File: src/hw/rtl/hhp_pkg.sv
// shared constants, codes and helpers for the hunk header parser
package hhp_pkg;

	// coordinate width default and fixed port widths
	localparam int COORD_WIDTH_DEF = 32;
	localparam int CFG_WIDTH       = 32;
	localparam int OUT_WIDTH       = 32;

	// character codes
	localparam logic [7:0] CH_AT    = 8'h40;
	localparam logic [7:0] CH_MINUS = 8'h2D;
	localparam logic [7:0] CH_PLUS  = 8'h2B;
	localparam logic [7:0] CH_COMMA = 8'h2C;
	localparam logic [7:0] CH_SPACE = 8'h20;
	localparam logic [7:0] CH_TAB   = 8'h09;
	localparam logic [7:0] CH_CR    = 8'h0D;
	localparam logic [7:0] CH_LF    = 8'h0A;
	localparam logic [7:0] CH_ZERO  = 8'h30;
	localparam logic [7:0] CH_NINE  = 8'h39;

	// result verdicts
	typedef enum logic [1:0] {
		ST_OK  = 2'd0,
		ST_NOT = 2'd1,
		ST_MAL = 2'd2
	} status_t;

	// parser phases
	typedef enum logic [3:0] {
		PH_AT1,
		PH_AT2,
		PH_SEP,
		PH_MINUS,
		PH_OLD_OFF,
		PH_OLD_AFTER,
		PH_OLD_CNT,
		PH_OLD_CNT_AFTER,
		PH_NEW_OFF,
		PH_NEW_AFTER,
		PH_NEW_CNT,
		PH_NEW_CNT_AFTER,
		PH_DONE
	} phase_t;

	// low output bits of a zero-extended coordinate
	function automatic logic [OUT_WIDTH-1:0] to_out(input logic [63:0] v);
		return v[OUT_WIDTH-1:0];
	endfunction

endpackage

File: src/hw/rtl/hunk_header_parser_unit.sv
// hunk header parser: byte-stream parser for unified diff @@ lines
// path: an accepted word is held in the input register stage, and a line-end word then loads the result register
// throughput: one word per cycle; a line-end word waits only while a result is stalled
// reset: arst_n clears the parser to the start of a line, sets the limit register
//   to all ones and leaves the result register empty
module hunk_header_parser_unit #(
	parameter int COORD_WIDTH = hhp_pkg::COORD_WIDTH_DEF
) (
	input  logic                         clk,
	input  logic                         arst_n,
	// limit register write
	input  logic                         write_enable,
	input  logic [hhp_pkg::CFG_WIDTH-1:0] write_data,
	// incoming bytes
	input  logic                         item_valid,
	output logic                         item_stall,
	input  logic [7:0]                   data_byte,
	input  logic                         has_byte,
	input  logic                         line_end,
	// parse results
	output logic                         result_valid,
	input  logic                         result_stall,
	output logic [1:0]                   status,
	output logic [hhp_pkg::OUT_WIDTH-1:0] old_offset,
	output logic [hhp_pkg::OUT_WIDTH-1:0] old_count,
	output logic [hhp_pkg::OUT_WIDTH-1:0] new_side_offset,
	output logic [hhp_pkg::OUT_WIDTH-1:0] new_side_count
);

	localparam int AW = COORD_WIDTH + 4;   // room for acc * 10 + digit

	// limit reset: all ones over the low 32 bits, cut to the coordinate width
	localparam logic [63:0] LIMIT_RST64 = 64'h0000_0000_FFFF_FFFF;
	localparam logic [COORD_WIDTH-1:0] LIMIT_RST = LIMIT_RST64[COORD_WIDTH-1:0];
	localparam logic [COORD_WIDTH-1:0] COORD_ONE = COORD_WIDTH'(1);

	// limit register
	logic [COORD_WIDTH-1:0] max_coord_q;
	logic [63:0]            wdata_ext;

	assign wdata_ext = 64'(write_data);

	always_ff @(posedge clk or negedge arst_n) begin
		if (!arst_n) begin
			max_coord_q <= LIMIT_RST;
		end else if (write_enable) begin
			max_coord_q <= wdata_ext[COORD_WIDTH-1:0];
		end
	end

	// input register stage
	logic       valid_s1;
	logic [7:0] byte_s1;
	logic       has_s1;
	logic       end_s1;
	logic       item_accept;
	logic       go_s1;
	logic       res_free;

	// the result slot frees up when it is empty or being taken this cycle
	assign res_free    = !result_valid || !result_stall;
	// a word without a line end never needs the result slot
	assign go_s1       = valid_s1 && (!end_s1 || res_free);
	assign item_stall  = valid_s1 && !go_s1;
	assign item_accept = item_valid && !item_stall;

	always_ff @(posedge clk or negedge arst_n) begin
		if (!arst_n) begin
			valid_s1 <= 1'b0;
		end else if (item_accept) begin
			valid_s1 <= 1'b1;
		end else if (go_s1) begin
			valid_s1 <= 1'b0;
		end
	end

	always_ff @(posedge clk) begin
		if (item_accept) begin
			byte_s1 <= data_byte;
			has_s1  <= has_byte;
			end_s1  <= line_end;
		end
	end

	// parser state
	hhp_pkg::phase_t        phase_q;
	logic [COORD_WIDTH-1:0] acc_q;
	logic                   saw_q;
	hhp_pkg::status_t       verdict_q;
	logic [COORD_WIDTH-1:0] old_off_q;
	logic [COORD_WIDTH-1:0] old_cnt_q;
	logic [COORD_WIDTH-1:0] new_off_q;
	logic [COORD_WIDTH-1:0] new_cnt_q;

	// state after the byte of this word
	hhp_pkg::phase_t        phase_b;
	logic [COORD_WIDTH-1:0] acc_b;
	logic                   saw_b;
	hhp_pkg::status_t       verdict_b;
	logic [COORD_WIDTH-1:0] old_off_b;
	logic [COORD_WIDTH-1:0] old_cnt_b;
	logic [COORD_WIDTH-1:0] new_off_b;
	logic [COORD_WIDTH-1:0] new_cnt_b;

	// digit append: acc * 10 + d, checked against the limit in the wide domain
	logic          is_digit;
	logic          is_blank;
	logic [AW-1:0] acc_wide;
	logic [AW-1:0] acc_next_wide;
	logic          over_limit;

	assign is_digit = byte_s1 inside {[hhp_pkg::CH_ZERO:hhp_pkg::CH_NINE]};
	assign is_blank = byte_s1 inside {hhp_pkg::CH_SPACE, hhp_pkg::CH_TAB};
	assign acc_wide = AW'(acc_q);
	assign acc_next_wide = (acc_wide << 3) + (acc_wide << 1)
		+ AW'(byte_s1 - hhp_pkg::CH_ZERO);
	// acc > (max - d) / 10 or d > max both reduce to acc * 10 + d > max
	assign over_limit = acc_next_wide > AW'(max_coord_q);

	// byte step
	hhp_pkg::phase_t aph;
	logic            do_after;
	logic            on_new;

	always_comb begin
		phase_b   = phase_q;
		acc_b     = acc_q;
		saw_b     = saw_q;
		verdict_b = verdict_q;
		old_off_b = old_off_q;
		old_cnt_b = old_cnt_q;
		new_off_b = new_off_q;
		new_cnt_b = new_cnt_q;
		aph       = phase_q;
		do_after  = 1'b0;
		on_new    = 1'b0;

		if (has_s1) begin
			case (phase_q)
				hhp_pkg::PH_AT1: begin
					if (byte_s1 == hhp_pkg::CH_AT) begin
						phase_b = hhp_pkg::PH_AT2;
					end else begin
						phase_b   = hhp_pkg::PH_DONE;
						verdict_b = hhp_pkg::ST_NOT;
					end
				end
				hhp_pkg::PH_AT2: begin
					if (byte_s1 == hhp_pkg::CH_AT) begin
						phase_b = hhp_pkg::PH_SEP;
					end else begin
						phase_b   = hhp_pkg::PH_DONE;
						verdict_b = hhp_pkg::ST_NOT;
					end
				end
				hhp_pkg::PH_SEP: begin
					if (is_blank) begin
						phase_b = hhp_pkg::PH_MINUS;
					end else begin
						phase_b   = hhp_pkg::PH_DONE;
						verdict_b = hhp_pkg::ST_NOT;
					end
				end
				hhp_pkg::PH_MINUS: begin
					if (byte_s1 == hhp_pkg::CH_MINUS) begin
						phase_b = hhp_pkg::PH_OLD_OFF;
						acc_b   = '0;
						saw_b   = 1'b0;
					end else if (!is_blank) begin
						phase_b   = hhp_pkg::PH_DONE;
						verdict_b = hhp_pkg::ST_NOT;
					end
				end
				hhp_pkg::PH_OLD_OFF, hhp_pkg::PH_OLD_CNT,
				hhp_pkg::PH_NEW_OFF, hhp_pkg::PH_NEW_CNT: begin
					if (is_digit) begin
						if (over_limit) begin
							phase_b   = hhp_pkg::PH_DONE;
							verdict_b = hhp_pkg::ST_MAL;
						end else begin
							acc_b = acc_next_wide[COORD_WIDTH-1:0];
							saw_b = 1'b1;
						end
					end else if (!saw_q) begin
						if (!is_blank) begin
							phase_b   = hhp_pkg::PH_DONE;
							verdict_b = hhp_pkg::ST_MAL;
						end
					end else begin
						// number closes; the same byte then goes to the after-side check
						case (phase_q)
							hhp_pkg::PH_OLD_OFF: begin
								old_off_b = acc_q;
								aph       = hhp_pkg::PH_OLD_AFTER;
							end
							hhp_pkg::PH_OLD_CNT: begin
								old_cnt_b = acc_q;
								aph       = hhp_pkg::PH_OLD_CNT_AFTER;
							end
							hhp_pkg::PH_NEW_OFF: begin
								new_off_b = acc_q;
								aph       = hhp_pkg::PH_NEW_AFTER;
							end
							default: begin
								new_cnt_b = acc_q;
								aph       = hhp_pkg::PH_NEW_CNT_AFTER;
							end
						endcase
						phase_b  = aph;
						saw_b    = 1'b0;
						do_after = 1'b1;
					end
				end
				hhp_pkg::PH_OLD_AFTER, hhp_pkg::PH_OLD_CNT_AFTER,
				hhp_pkg::PH_NEW_AFTER, hhp_pkg::PH_NEW_CNT_AFTER: begin
					do_after = 1'b1;
				end
				default: begin
				end
			endcase

			// what may follow a finished side
			if (do_after) begin
				on_new = (aph == hhp_pkg::PH_NEW_AFTER) || (aph == hhp_pkg::PH_NEW_CNT_AFTER);
				if (is_blank) begin
					// blanks are skipped
				end else if (byte_s1 == hhp_pkg::CH_COMMA && aph == hhp_pkg::PH_OLD_AFTER) begin
					phase_b = hhp_pkg::PH_OLD_CNT;
					acc_b   = '0;
					saw_b   = 1'b0;
				end else if (byte_s1 == hhp_pkg::CH_COMMA && aph == hhp_pkg::PH_NEW_AFTER) begin
					phase_b = hhp_pkg::PH_NEW_CNT;
					acc_b   = '0;
					saw_b   = 1'b0;
				end else if (byte_s1 == hhp_pkg::CH_PLUS && !on_new) begin
					phase_b = hhp_pkg::PH_NEW_OFF;
					acc_b   = '0;
					saw_b   = 1'b0;
				end else if (on_new && (byte_s1 == hhp_pkg::CH_AT
						|| byte_s1 == hhp_pkg::CH_CR || byte_s1 == hhp_pkg::CH_LF)) begin
					phase_b   = hhp_pkg::PH_DONE;
					verdict_b = hhp_pkg::ST_OK;
				end else begin
					phase_b   = hhp_pkg::PH_DONE;
					verdict_b = hhp_pkg::ST_MAL;
				end
			end
		end
	end

	// line end verdict, taken from the state after the byte
	hhp_pkg::status_t       end_status;
	logic [COORD_WIDTH-1:0] end_new_off;
	logic [COORD_WIDTH-1:0] end_new_cnt;

	always_comb begin
		end_new_off = new_off_b;
		end_new_cnt = new_cnt_b;
		case (phase_b)
			hhp_pkg::PH_AT1, hhp_pkg::PH_AT2, hhp_pkg::PH_SEP, hhp_pkg::PH_MINUS: begin
				end_status = hhp_pkg::ST_NOT;
			end
			hhp_pkg::PH_NEW_OFF: begin
				// line may end right after the new offset digits
				end_status  = saw_b ? hhp_pkg::ST_OK : hhp_pkg::ST_MAL;
				end_new_off = acc_b;
			end
			hhp_pkg::PH_NEW_CNT: begin
				end_status  = saw_b ? hhp_pkg::ST_OK : hhp_pkg::ST_MAL;
				end_new_cnt = acc_b;
			end
			hhp_pkg::PH_NEW_AFTER, hhp_pkg::PH_NEW_CNT_AFTER: begin
				end_status = hhp_pkg::ST_OK;
			end
			hhp_pkg::PH_DONE: begin
				end_status = verdict_b;
			end
			default: begin
				end_status = hhp_pkg::ST_MAL;
			end
		endcase
	end

	// state update; a line end restores the start-of-line state
	always_ff @(posedge clk or negedge arst_n) begin
		if (!arst_n) begin
			phase_q   <= hhp_pkg::PH_AT1;
			acc_q     <= '0;
			saw_q     <= 1'b0;
			verdict_q <= hhp_pkg::ST_OK;
			old_off_q <= '0;
			old_cnt_q <= COORD_ONE;
			new_off_q <= '0;
			new_cnt_q <= COORD_ONE;
		end else if (go_s1) begin
			if (end_s1) begin
				phase_q   <= hhp_pkg::PH_AT1;
				acc_q     <= '0;
				saw_q     <= 1'b0;
				verdict_q <= hhp_pkg::ST_OK;
				old_off_q <= '0;
				old_cnt_q <= COORD_ONE;
				new_off_q <= '0;
				new_cnt_q <= COORD_ONE;
			end else begin
				phase_q   <= phase_b;
				acc_q     <= acc_b;
				saw_q     <= saw_b;
				verdict_q <= verdict_b;
				old_off_q <= old_off_b;
				old_cnt_q <= old_cnt_b;
				new_off_q <= new_off_b;
				new_cnt_q <= new_cnt_b;
			end
		end
	end

	// result register
	logic res_load;
	logic res_ok;

	assign res_load = go_s1 && end_s1;
	assign res_ok   = end_status == hhp_pkg::ST_OK;

	always_ff @(posedge clk or negedge arst_n) begin
		if (!arst_n) begin
			result_valid <= 1'b0;
		end else if (res_load) begin
			result_valid <= 1'b1;
		end else if (!result_stall) begin
			result_valid <= 1'b0;
		end
	end

	// coordinates read as zero unless the header parsed cleanly
	always_ff @(posedge clk) begin
		if (res_load) begin
			status          <= 2'(end_status);
			old_offset      <= res_ok ? hhp_pkg::to_out(64'(old_off_b)) : '0;
			old_count       <= res_ok ? hhp_pkg::to_out(64'(old_cnt_b)) : '0;
			new_side_offset <= res_ok ? hhp_pkg::to_out(64'(end_new_off)) : '0;
			new_side_count  <= res_ok ? hhp_pkg::to_out(64'(end_new_cnt)) : '0;
		end
	end

endmodule

File: config.mk
export PLATFORM = sky130hd
export DESIGN_NAME = hunk_header_parser_unit
export DESIGN_NICKNAME = d
export VERILOG_FILES = /design/src/hw/rtl/hhp_pkg.sv /design/src/hw/rtl/hunk_header_parser_unit.sv
export SDC_FILE = /design/constraint.sdc
export NUM_CORES = 1
export LEC_CHECK = 0
export BUFFER_PORTS_ARGS = -buffer_cell sky130_fd_sc_hd__buf_2
export CORE_MARGIN = 2
export CORE_UTILIZATION = 55
export CTS_CLUSTER_DIAMETER = 150
export DETAILED_ROUTE_END_ITERATION = 12
export GPL_TIMING_DRIVEN = 0
export HOLD_SLACK_MARGIN = 0.06
export PLACE_DENSITY = 0.76
export SLEW_MARGIN = 20
export SYNTH_ARGS = -nofsm -noshare
export SYNTH_HDL_FRONTEND = slang
export SYNTH_SLANG_ARGS = --single-unit
File: constraint.sdc
create_clock -name clk -period 12.8 [get_ports clk]
set_input_delay 1.28 -clock clk [delete_from_list [all_inputs] [get_ports clk]]
set_output_delay 1.28 -clock clk [all_outputs]
set_load 0.02 [all_outputs]
## Word level (Yosys, flattened, before mapping)

Index checks and enable logic that the tools add are counted.

- Bits in registers: 341
- Bits of input ports: 47

- $add $sub $neg: 3
- Magnitude comparators: 3
- Eq/ne operators: 31
- Muxes and demuxes: 95
- Reduce and logical (&&, ||, !) cells: 32

Operators by type and width:

| kind | number |
|---|---|
| $mux 32 | 36 |
| $mux 4 | 17 |
| $pmux 32 s2 | 1 |
| $eq 4x4->1 const B | 11 |
| $add 35x33->36 | 1 |
| $add 36x36->36 | 1 |
| $gt 36x32->1 | 1 |
| $eq 8x6->1 const B | 4 |
| $mux 2 | 16 |
| $eq 8x4->1 const B | 3 |
| $eq 4x3->1 const B | 5 |
| $pmux 4 s5 | 1 |
| $mux 1 | 17 |
| $eq 4x2->1 const B | 4 |
| $pmux 2 s4 | 2 |
| $pmux 4 s3 | 1 |
| $reduce_or 4->1 | 3 |
| $logic_and 1x1->1 | 9 |
| $sub 8x6->9 const B | 1 |
| $eq 4x1->1 const B | 2 |
| $eq 8x7->1 const B | 1 |
| $ge 8x6->1 const B | 1 |
| $le 8x6->1 const B | 1 |
| $logic_not 4->1 | 2 |
| 9 further kinds | 23 |

## Depth between registers and ports, before layout

Gate-level depths: netlist (run 1).

- Depth in word-level cells: 20
- Mapped depth: 29

## Worst setup path before layout (run 1)

Ideal clock, no wire load.

- Path type: flip-flop to flip-flop
- Start point: register byte_s1[4]
- End point: register new_side_offset[27] (netlist name), data pin
- Library setup time: 0.170 ns
- Arrival time: 8.876 ns
- Data required time: 12.630 ns
- Slack: 3.754 ns
- Cell stages (with the launch flop): 29
- Clock period less this slack: 9.046 ns
- Path through: edfxtp_1 -> ha_1 -> nor3_1 -> fa_1 -> ha_1 -> buf_2 -> a21oi_1 -> o211ai_1 -> a22oi_1 -> nand3_1 -> a41oi_1 -> o21bai_1 -> a21oi_1 -> xnor2_1 -> ha_1 -> a21oi_1 -> o21ai_0 -> a2111o_1 -> o221a_2 -> a211o_1 -> nor3b_2 -> nor4b_4 -> buf_4 -> o31ai_1 -> o21a_1 -> o41a_1 -> buf_6 -> buf_6 -> nor4_2

- Longest elaborated chain between the ends: 19
- Elaborated cells on any way between the ends: 101

Ends and longest elaborated chain:

| element | RTL line | source |
|---|---|---|
| start, declared | hunk_header_parser_unit.sv:53 | `logic [7:0] byte_s1;` |
| start signal, assigned | hunk_header_parser_unit.sv:79 | `byte_s1 <= data_byte;` |
| branches (longest 19 deep; another with $add 36x36->36) | -- |  |
| end signal, assigned | hunk_header_parser_unit.sv:341 | `new_side_offset <= res_ok ? hhp_pkg::to_out(64'(end_new_off)) : '0;` |
| end, declared | hunk_header_parser_unit.sv:26 | `output logic [hhp_pkg::OUT_WIDTH-1:0] new_side_offset,` |

Several ways; the timed one is not identified. The select of a mux whose other input is x is not followed.
A chain may end at the register's enable or synchronous reset.

## Worst setup path after layout (run 1)

- Start point: register byte_s1[4]
- End point: register old_count[27] (netlist name), data pin

- Longest elaborated chain between the ends: 19
- Elaborated cells on any way between the ends: 90

Ends and longest elaborated chain:

| element | RTL line | source |
|---|---|---|
| branches (longest 19 deep; another with $add 36x36->36) | -- |  |
| end signal, assigned | hunk_header_parser_unit.sv:340 | `old_count <= res_ok ? hhp_pkg::to_out(64'(old_cnt_b)) : '0;` |
| end, declared | hunk_header_parser_unit.sv:25 | `output logic [hhp_pkg::OUT_WIDTH-1:0] old_count,` |

Several ways; the timed one is not identified. The select of a mux whose other input is x is not followed.

==> out/metrics.csv, run 1 <==
stage,metric,value,unit
outcome,status,completed,
logic_synthesis,Post-synth top cells,"nand2_1 (204), dfrtp_1 (167), o21ai_0 (153), edfxtp_1 (140), clkbuf_1 (127)",
routing,antenna-violating nets left,0,
routing,vias per inst,6.37,
routing,final wirelength,58900,um
cts,CTS buffer count,39,
sta,Tcrit/Tclk final,0.747,
critical_path,startpoint class of the critical path,flop,
pwr,PwrDens,141,mW/mm^2
final_layout,FILL cells,2815,
pwr,Static Leak,9.90,nW
logic_synthesis,number of synthesized flops with an enable pin,140,
job,number of max-cap violations,0,
final_layout,n_diodes,0,
sta,Worst-Margin Slew,1030,ps
logic_synthesis,synth top area cells,"edfxtp_1 (21%), dfrtp_1 (21%), mux2i_1 (4.7%)",
floorplan,Top Ports,179,
grt,total gr overflow,0,
critical_path,worst-path cell with the longest stage delay,clkbuf_1,
cts,clock sink count,341,
sta,setup TNS,0,ps
min_path,class of the worst hold path,flop to flop,
grt,Total GRT Usage,0.314,
logic_synthesis,Mapped Area,0.0198,sq mm
grt,number of global-route vias before repair,16400,
floorplan,Rows,69,
critical_path,Max Fanout on Critical Path,10,
sta,Worst slew margin,0.311,
logic_synthesis,top_reg_cell synth,dfrtp_1,
cts,CTS tree,done,
routing,DR WL/cell,22.3,um
logic_synthesis,"Avg Cell Area, Syn",10.3,sq um
floorplan,Die Wd,194,um
logic_synthesis,"count leader, synth",nand2_1,
sta,min Tclk post-route,9560,ps
logic_synthesis,register area share after synthesis,0.469,
place,PortBufs,177,
routing,via count,16800,
final_layout,fin nets,2300,
logic_synthesis,syn nets,2072,
critical_path,Crit Path Class,flop to flop,
floorplan,Die H,194,um
sta,Final Hold Fails,0,
grt,pin count of the biggest net entering global routing,96,
logic_synthesis,"area leader, netlist",edfxtp_1,
place,Post-DP HPWL,43900,um
logic_synthesis,YS warnings,0,
final_layout,ratio of cells with drive above 1 in the final layout,0.182,
sta,Pins Over Slew Limit,0,
pwr,VDD IR max,102,uV
cts,CTS H-tree lvls,2,
logic_synthesis,Synth cell types,85,
critical_path,Critical Path RT,13070,ps
grt,first-pass GRT wire length,93100,um
cts,post-cts sizing count,0,
floorplan,Initial Utilization,0.557,
cts,postcts setup bufs,0,
logic_synthesis,share of the synthesized area in the top cell type,0.213,
cts,CTS Hold Buffers Added,0,
final_layout,area of the multi-input gates,0.00958,sq mm
floorplan,Total Die Area,0.0375,sq mm
floorplan,Core Region,0.0355,sq mm
routing,drt drc,0,
grt,initial antenna violation count,0,
cts,clk buf depth,3,
final_layout,Layout area overhead,14.7,%
final_layout,Reg area,0.00928,sq mm
routing,Pre-antenna DRT Iters,8,
cts,insertion delay to the later sink of the worst-skew pair,570,ps
sta,RSZ-0062 raised after global routing,no,
cts,Worst-path clk slew,60,ps
logic_synthesis,Post-synth ARST share,0.589,
sta,fmax,105,MHz
sta,final setup vio count,0,
place,GPL Wtd Cong,0.933,
logic_synthesis,Seq cells post-synth,341,
critical_path,Worst Setup End Kind,flop,
cts,clock root cell,clkbuf_16,
critical_path,CP arrival,9830,ps
routing,initial DRC count,1887,
critical_path,"Largest stage delay, worst path",790,ps
logic_synthesis,Synth Instances,1922,
sta,clk_skew,20.4,ps
sta,Hold Slack,480,ps
==> flip-flops by register name, summed over array words and instances, names as in the netlist, 2 cells and up <==
signal,count
verdict_q,2
status,2
old_count,32
phase_q,4
old_offset,32
new_side_count,32
new_off_q,32
new_side_offset,32
max_coord_q,32
old_cnt_q,32
old_off_q,32
byte_s1,8
acc_q,32
new_cnt_q,32
==> final timing paths <==
check                             start             to  slack (ps)  depth (start not counted)
max                          byte_s1[4]  old_count[27]        3240                         29
min                        new_cnt_q[0]   new_cnt_q[0]         480                          2
max reg2reg                  byte_s1[4]  old_count[27]        3240                         29
min reg2reg                new_cnt_q[0]   new_cnt_q[0]         480                          2
max in group asynchronous        arst_n   new_cnt_q[0]       10930                          3
min in group asynchronous        arst_n       acc_q[5]         790                          1
==> critical path, delay by kind of cell (launching register included) <==
family / cells / cell delay, ps
flip-flops: 1 / 480
adder cells (fa/ha/maj): 4 / 1400
buffers and inverters: 6 / 2240
AO/OA/AOI/OAI: 9 / 2220
XOR/XNOR: 1 / 600
AND/OR/NAND/NOR: 9 / 2310
==> layout by cell type, fill, tap and decap left out, drive strengths merged, types with 12 or more instances in the layout <==
cell type	n
a21o	16
a21oi	82
a22o	70
a22oi	86
a311oi	16
buf	224
clkbuf	174
clkinv	18
dfrtp	167
dfstp	34
edfxtp	140
fa	31
ha	72
inv	71
mux2	49
mux2i	93
nand2	204
nand3	54
nand4	15
nor2	78
nor3	121
nor4	16
o21ai	156
o31ai	12
xnor2	22
==> final cells by class <==
cell class              count  area share
multi-input cells        1347       0.422
flip-flops and latches    341       0.409
repair buffers            187      0.0481
clock buffers              46      0.0442
plain buffers             165      0.0301
well taps                 461      0.0254
inverters                  69      0.0114
clock inverters            25     0.00998
==> power by group <==
group	internal, mW	leakage, nW	switching [mW]
sequential	1.20	4.04	0.0222
clock	0.627	0.601	0.469
combinational	0.241	5.26	0.635
total	2.06	9.90	1.13
==> per-layer routing <==
metal  share of wire  wire, um  vias up  global-route usage
met4           0.032      1890        0               0.116
li1                -         -     7575                   -
met1            0.43     25400     8302               0.449
met3           0.074      4380      116              0.0419
met5               0         0        -                   0
met2            0.46     27300      840               0.493
==> logic make-up (layout without fill, tap and decap cells) <==
logic type,Yosys count,count (layout),share of synthesized area
XOR/XNOR,29,29,0.0128
flip-flops,341,341,0.469
AND/OR/NAND/NOR,537,537,0.128
multiplexers,142,142,0.0750
adder cells (fa/ha/maj),103,103,0.0769
buffers and inverters,234,492,0.0476
AO/OA/AOI/OAI,536,536,0.191
==> metrics by stage <==
step	area [sq um]	cells	utilization	setup WS, ps	total power, mW
floorplan	19800	1922	-	3750	1.82
global placement	21200	2560	0.599	680	2.06
detailed placement	21500	2570	0.605	3520	2.08
CTS	22700	2641	0.639	3500	3.18
global route	22700	2641	0.639	2760	3.31
finish	22700	2641	0.639	3240	3.19
Note: power is estimated with default switching activity, not from simulation.
==> inputs of run 2 (changes only) <==
==> constraint.sdc (replaced) <==
create_clock -name clk -period 9.19 [get_ports clk]
set_input_delay 0.919 -clock clk [delete_from_list [all_inputs] [get_ports clk]]
set_output_delay 0.919 -clock clk [all_outputs]
set_load 0.02 [all_outputs]
==> run 2 against run 1 <==
Against the previous run: clock skew is essentially flat; clock-buffer cell count is the same; final area grew 0.14%; register-to-register slack got worse by 2700 ps; critical path depth fell by 1; combinational power increased by 40%; worst setup slack worse by 2700 ps; largest power group unchanged; utilization rose by 0.092 points; sequential cell count did not move; via count is 0.72% higher; largest cell class unchanged; first-iteration DRC count up 2.0%.
==> out/metrics.csv, run 2 (synthesized netlist as in run 1, its figures left out) <==
stage,metric,value,unit
outcome,status,completed,
sta,final setup vio count,0,
final_layout,Finished Cell Area,0.0227,sq mm
critical_path,"Largest stage delay, worst path",490,ps
critical_path,Max Fanout on Critical Path,10,
cts,insertion delay to the later sink of the worst-skew pair,560,ps
sta,clk_skew,20.0,ps
floorplan,Initial Utilization,0.557,
critical_path,Worst Setup End Kind,flop,
sta,Final WS setup,512,ps
floorplan,Rows,69,
sta,RSZ-0062 raised after global routing,no,
final_layout,most frequent cells in the layout,"nand2_1 (204), buf_2 (204), dfrtp_1 (167)",
sta,Worst slew margin,0.320,
pwr,Static Leak,9.92,nW
routing,drt drc,0,
final_layout,Layout area overhead,14.9,%
pwr,total power,4.45,mW
routing,Pre-antenna DRT Iters,8,
pwr,PwrDens,196,mW/mm^2
routing,antenna-violating nets left,0,
cts,CTS tree,done,
grt,Total GRT Usage,0.314,
routing,DR WL/cell,22.3,um
critical_path,Critical Path RT,9460,ps
routing,DR top layer,met4,
grt,pin count of the biggest net entering global routing,96,
routing,initial DRC count,1924,
cts,postcts setup bufs,0,
cts,clock root cell,clkbuf_16,
critical_path,CP arrival,8950,ps
sta,Tcrit/Tclk final,0.944,
cts,post-cts sizing count,1,
critical_path,startpoint class of the critical path,flop,
sta,Pins Over Slew Limit,0,
routing,routed wl met3,4740,um
sta,setup TNS,0,ps
grt,total gr overflow,0,
routing,met2 wire length,27100,um
floorplan,Core Region,0.0355,sq mm
final_layout,ratio of cells with drive above 1 in the final layout,0.184,
min_path,class of the worst hold path,input pin to async pin,
place,Post-DP HPWL,43900,um
job,number of max-cap violations,0,
grt,initial antenna violation count,0,
critical_path,worst-path cell with the longest stage delay,a21boi_1,
routing,vias per inst,6.42,
final_layout,fin nets,2300,
grt,first-pass GRT wire length,93100,um
place,PortBufs,177,
routing,M1 WL,25200,um
place,DP Area,0.0215,sq mm
sta,Final Hold Fails,0,
cts,CTS Hold Buffers Added,0,
sta,Worst-Margin Slew,1020,ps
critical_path,Crit Path Class,flop to flop,
routing,final wirelength,58900,um
floorplan,Total Die Area,0.0375,sq mm
floorplan,Top Ports,179,
cts,CTS buffer count,39,
floorplan,Die H,194,um
cts,clk buf depth,3,
place,Setup WS pre-CTS,-90.9,ps
cts,Worst-path clk slew,60,ps
place,GPL Wtd Cong,0.933,
routing,via count,17000,
cts,clock sink count,341,
floorplan,Die Wd,194,um
grt,number of global-route vias before repair,16400,
pwr,VDD IR max,144,uV
final_layout,n_diodes,0,
sta,fmax,115,MHz
final_layout,Final Util,0.640,
sta,min Tclk post-route,8680,ps
cts,CTS H-tree lvls,2,
run 2: cell counts in the layout (fill, tap and decap cells not counted):
Identical to the previous run, type by type.
run 2: worst max-delay path: cells and delay by family (launching register included):
kind | cells | cell delay (ps)
xor gates and xnor gates | 1 | 360
buffers and inverters | 5 | 1570
adders and majority gates | 4 | 1510
AOI/OAI and AO/OA | 9 | 2230
DFF | 1 | 480
and+or+nand+nor | 9 | 2230
run 2: area by class of cell:
| cell class | instances | area (sq um) |
|---|---|---|
| fill | 2806 | 12800 |
| multi-input combinational | 1347 | 9600 |
| sequential | 341 | 9280 |
| timing repair buffer | 187 | 1090 |
| clock buffer | 46 | 1000 |
| buffer | 165 | 687 |
| tap | 461 | 577 |
| inverter | 69 | 259 |
| clock inverter | 25 | 226 |
run 2: stage by stage:
step | hold slack, ps | std cells
6_report | 419 | 2641
5_1_grt | 475 | 2641
4_1_cts | 429 | 2641
3_5_place_dp | 465 | 2570
3_3_place_gp | 453 | 2560
2_1_floorplan | 441 | 1922
run 2: final timing paths:
kind                              startpoint                  to  slack (ps)  cells after the start
worst max-delay path              byte_s1[4]  new_side_count[20]         510                     28
worst min-delay path                  arst_n            acc_q[5]         420                      1
worst max register to register    byte_s1[4]  new_side_count[20]         510                     28
worst min register to register  new_cnt_q[0]        new_cnt_q[0]         480                      2
max in group asynchronous             arst_n        new_cnt_q[0]        7700                      3
min in group clk                new_cnt_q[0]        new_cnt_q[0]         480                      2
run 2: power breakdown:
part           total, mW  internal, mW  switching [mW]
Clock               1.53         0.873           0.655
Sequential          1.70          1.66          0.0310
Combinational       1.23         0.339           0.888
run 2: layer usage:
metal | global-route usage | vias to the layer above
met3 | 0.0435 | 121
li1 | - | 7577
met2 | 0.493 | 911
met5 | 0 | -
met4 | 0.116 | 0
met1 | 0.448 | 8345
==> inputs of run 3 (changes only) <==
--- a/config.mk
+++ b/config.mk
@@ -12,7 +12,7 @@
 export DETAILED_ROUTE_END_ITERATION = 12
 export GPL_TIMING_DRIVEN = 0
 export HOLD_SLACK_MARGIN = 0.06
-export PLACE_DENSITY = 0.76
+export PLACE_DENSITY = 0.75
 export SLEW_MARGIN = 20
 export SYNTH_ARGS = -nofsm -noshare
 export SYNTH_HDL_FRONTEND = slang
==> run 3 against run 2 <==
Against the previous run: hold slack lost 94 ps; critical path depth shrank 1; sequential cell count is the same; first-iteration DRC count shrank 0.99%; worst setup slack lost 170 ps; sequential power is essentially flat; register-to-register slack lost 170 ps; final area grew 0.13%; clock power is essentially flat; die area is the same; critical path type unchanged; largest power group unchanged.
==> out/metrics.csv, run 3 (synthesized netlist as in run 1, its figures left out) <==
stage,metric,value,unit
outcome,status,completed,
final_layout,Reg area,0.00928,sq mm
sta,final setup vio count,0,
place,PortBufs,177,
floorplan,Core Region,0.0355,sq mm
sta,Worst slew margin,0.272,
final_layout,Final Util,0.641,
sta,fmax,113,MHz
place,Post-DP HPWL,44200,um
final_layout,fin nets,2299,
sta,Pins Over Slew Limit,0,
floorplan,Rows,69,
critical_path,cells on worst reg2reg path,27,
routing,final wirelength,60500,um
pwr,PwrDens,198,mW/mm^2
final_layout,ratio of cells with drive above 1 in the final layout,0.187,
place,Setup WS pre-CTS,-341,ps
sta,min Tclk post-route,8850,ps
grt,pin count of the biggest net entering global routing,99,
critical_path,CP arrival,9140,ps
sta,clk_skew,14.6,ps
sta,Tcrit/Tclk final,0.963,
cts,postcts setup bufs,0,
routing,vias per inst,6.40,
cts,CTS Hold Buffers Added,0,
final_layout,area of the multi-input gates,0.00959,sq mm
pwr,VDD IR max,187,uV
critical_path,reg-to-reg startpoint,byte_s1[4],
floorplan,Die H,194,um
sta,Worst-Margin Slew,1090,ps
routing,drt drc,0,
cts,clock sink count,341,
cts,clock root cell,clkbuf_16,
cts,clk buf depth,3,
critical_path,cell family with most CP delay,simple AND/OR/NAND/NOR gates,
sta,RSZ-0062 raised after global routing,no,
routing,DR WL/cell,22.9,um
critical_path,startpoint class of the critical path,flop,
job,number of max-cap violations,0,
min_path,class of the worst hold path,input pin to async pin,
sta,setup TNS,0,ps
routing,via count,16900,
critical_path,Worst R2R Setup Slack,340,ps
cts,Worst-path clk slew,60,ps
cts,CTS tree,done,
floorplan,Top Ports,179,
sta,Final Hold Fails,0,
critical_path,Max Fanout on Critical Path,10,
grt,total gr overflow,0,
final_layout,n_diodes,0,
final_layout,FILL cells,2783,
critical_path,Worst Path Buf+Inv,3,
critical_path,Critical Path RT,9490,ps
critical_path,Crit Path Class,flop to flop,
routing,Pre-antenna DRT Iters,6,
grt,first-pass GRT wire length,94600,um
critical_path,Critical R2R Capture,new_side_offset[14],
floorplan,Total Die Area,0.0375,sq mm
grt,number of global-route vias before repair,16500,
critical_path,"Largest stage delay, worst path",700,ps
final_layout,Layout area overhead,15.0,%
pwr,Static Leak,9.95,nW
place,GPL Wtd Cong,0.961,
cts,CTS H-tree lvls,2,
critical_path,worst-path cell with the longest stage delay,nor3_1,
sta,Final WS setup,344,ps
cts,insertion delay to the later sink of the worst-skew pair,570,ps
routing,antenna-violating nets left,0,
place,DP Area,0.0215,sq mm
critical_path,Worst Setup End Kind,flop,
final_layout,most frequent cells in the layout,"nand2_1 (204), buf_2 (204), dfrtp_1 (167)",
routing,initial DRC count,1905,
floorplan,Initial Utilization,0.557,
cts,CTS buffer count,38,
grt,Total GRT Usage,0.322,
grt,initial antenna violation count,0,
floorplan,Die Wd,194,um
final_layout,Finished Cell Area,0.0228,sq mm
critical_path,Crit. path cell count,27,
==> run 3: worst max-delay path by stage <==
stage                                      to       start
after global placement          old_count[29]  byte_s1[4]
after floorplan           new_side_offset[27]  byte_s1[4]
final                     new_side_offset[14]  byte_s1[4]
after CTS                       old_count[29]  byte_s1[4]
after detailed placement        old_count[29]  byte_s1[4]
after global routing      new_side_offset[12]  byte_s1[4]
==> run 3: layout make-up <==
| type | instances | area share |
|---|---|---|
| plain buffers | 165 | 0.0304 |
| clock buffers | 52 | 0.0487 |
| clock inverters | 18 | 0.00726 |
| inverters | 69 | 0.0114 |
| multi-input cells | 1347 | 0.422 |
| flip-flops and latches | 341 | 0.408 |
| well taps | 461 | 0.0254 |
| repair buffers | 187 | 0.0477 |
==> run 3: timing repair <==
item                                    4_1_cts  5_1_grt
endpoints found under the setup margin      100      128
pin swaps                                     0        0
gates resized for setup                       2       14
==> run 3: layer usage <==
metal	GRT usage	routed length (um)	vias to the layer above
li1	-	-	7572
met1	0.453	25200	8231
met2	0.499	27700	939
met3	0.0611	5410	144
met4	0.120	2170	0
met5	0	0	-
==> run 3: metrics by stage <==
stage	hold WS (ps)	instances	total power [mW]
2_1_floorplan	441	1922	2.53
3_3_place_gp	460	2560	2.89
3_5_place_dp	481	2570	2.92
4_1_cts	311	2640	4.48
5_1_grt	325	2640	4.68
6_report	325	2640	4.50
==> run 3: power by group <==
part	internal, mW	leakage (nW)	switching [mW]	total (mW)
registers	1.66	4.04	0.0309	1.70
logic	0.339	5.28	0.908	1.25
clock network	0.906	0.620	0.655	1.56
total	2.91	9.95	1.59	4.50
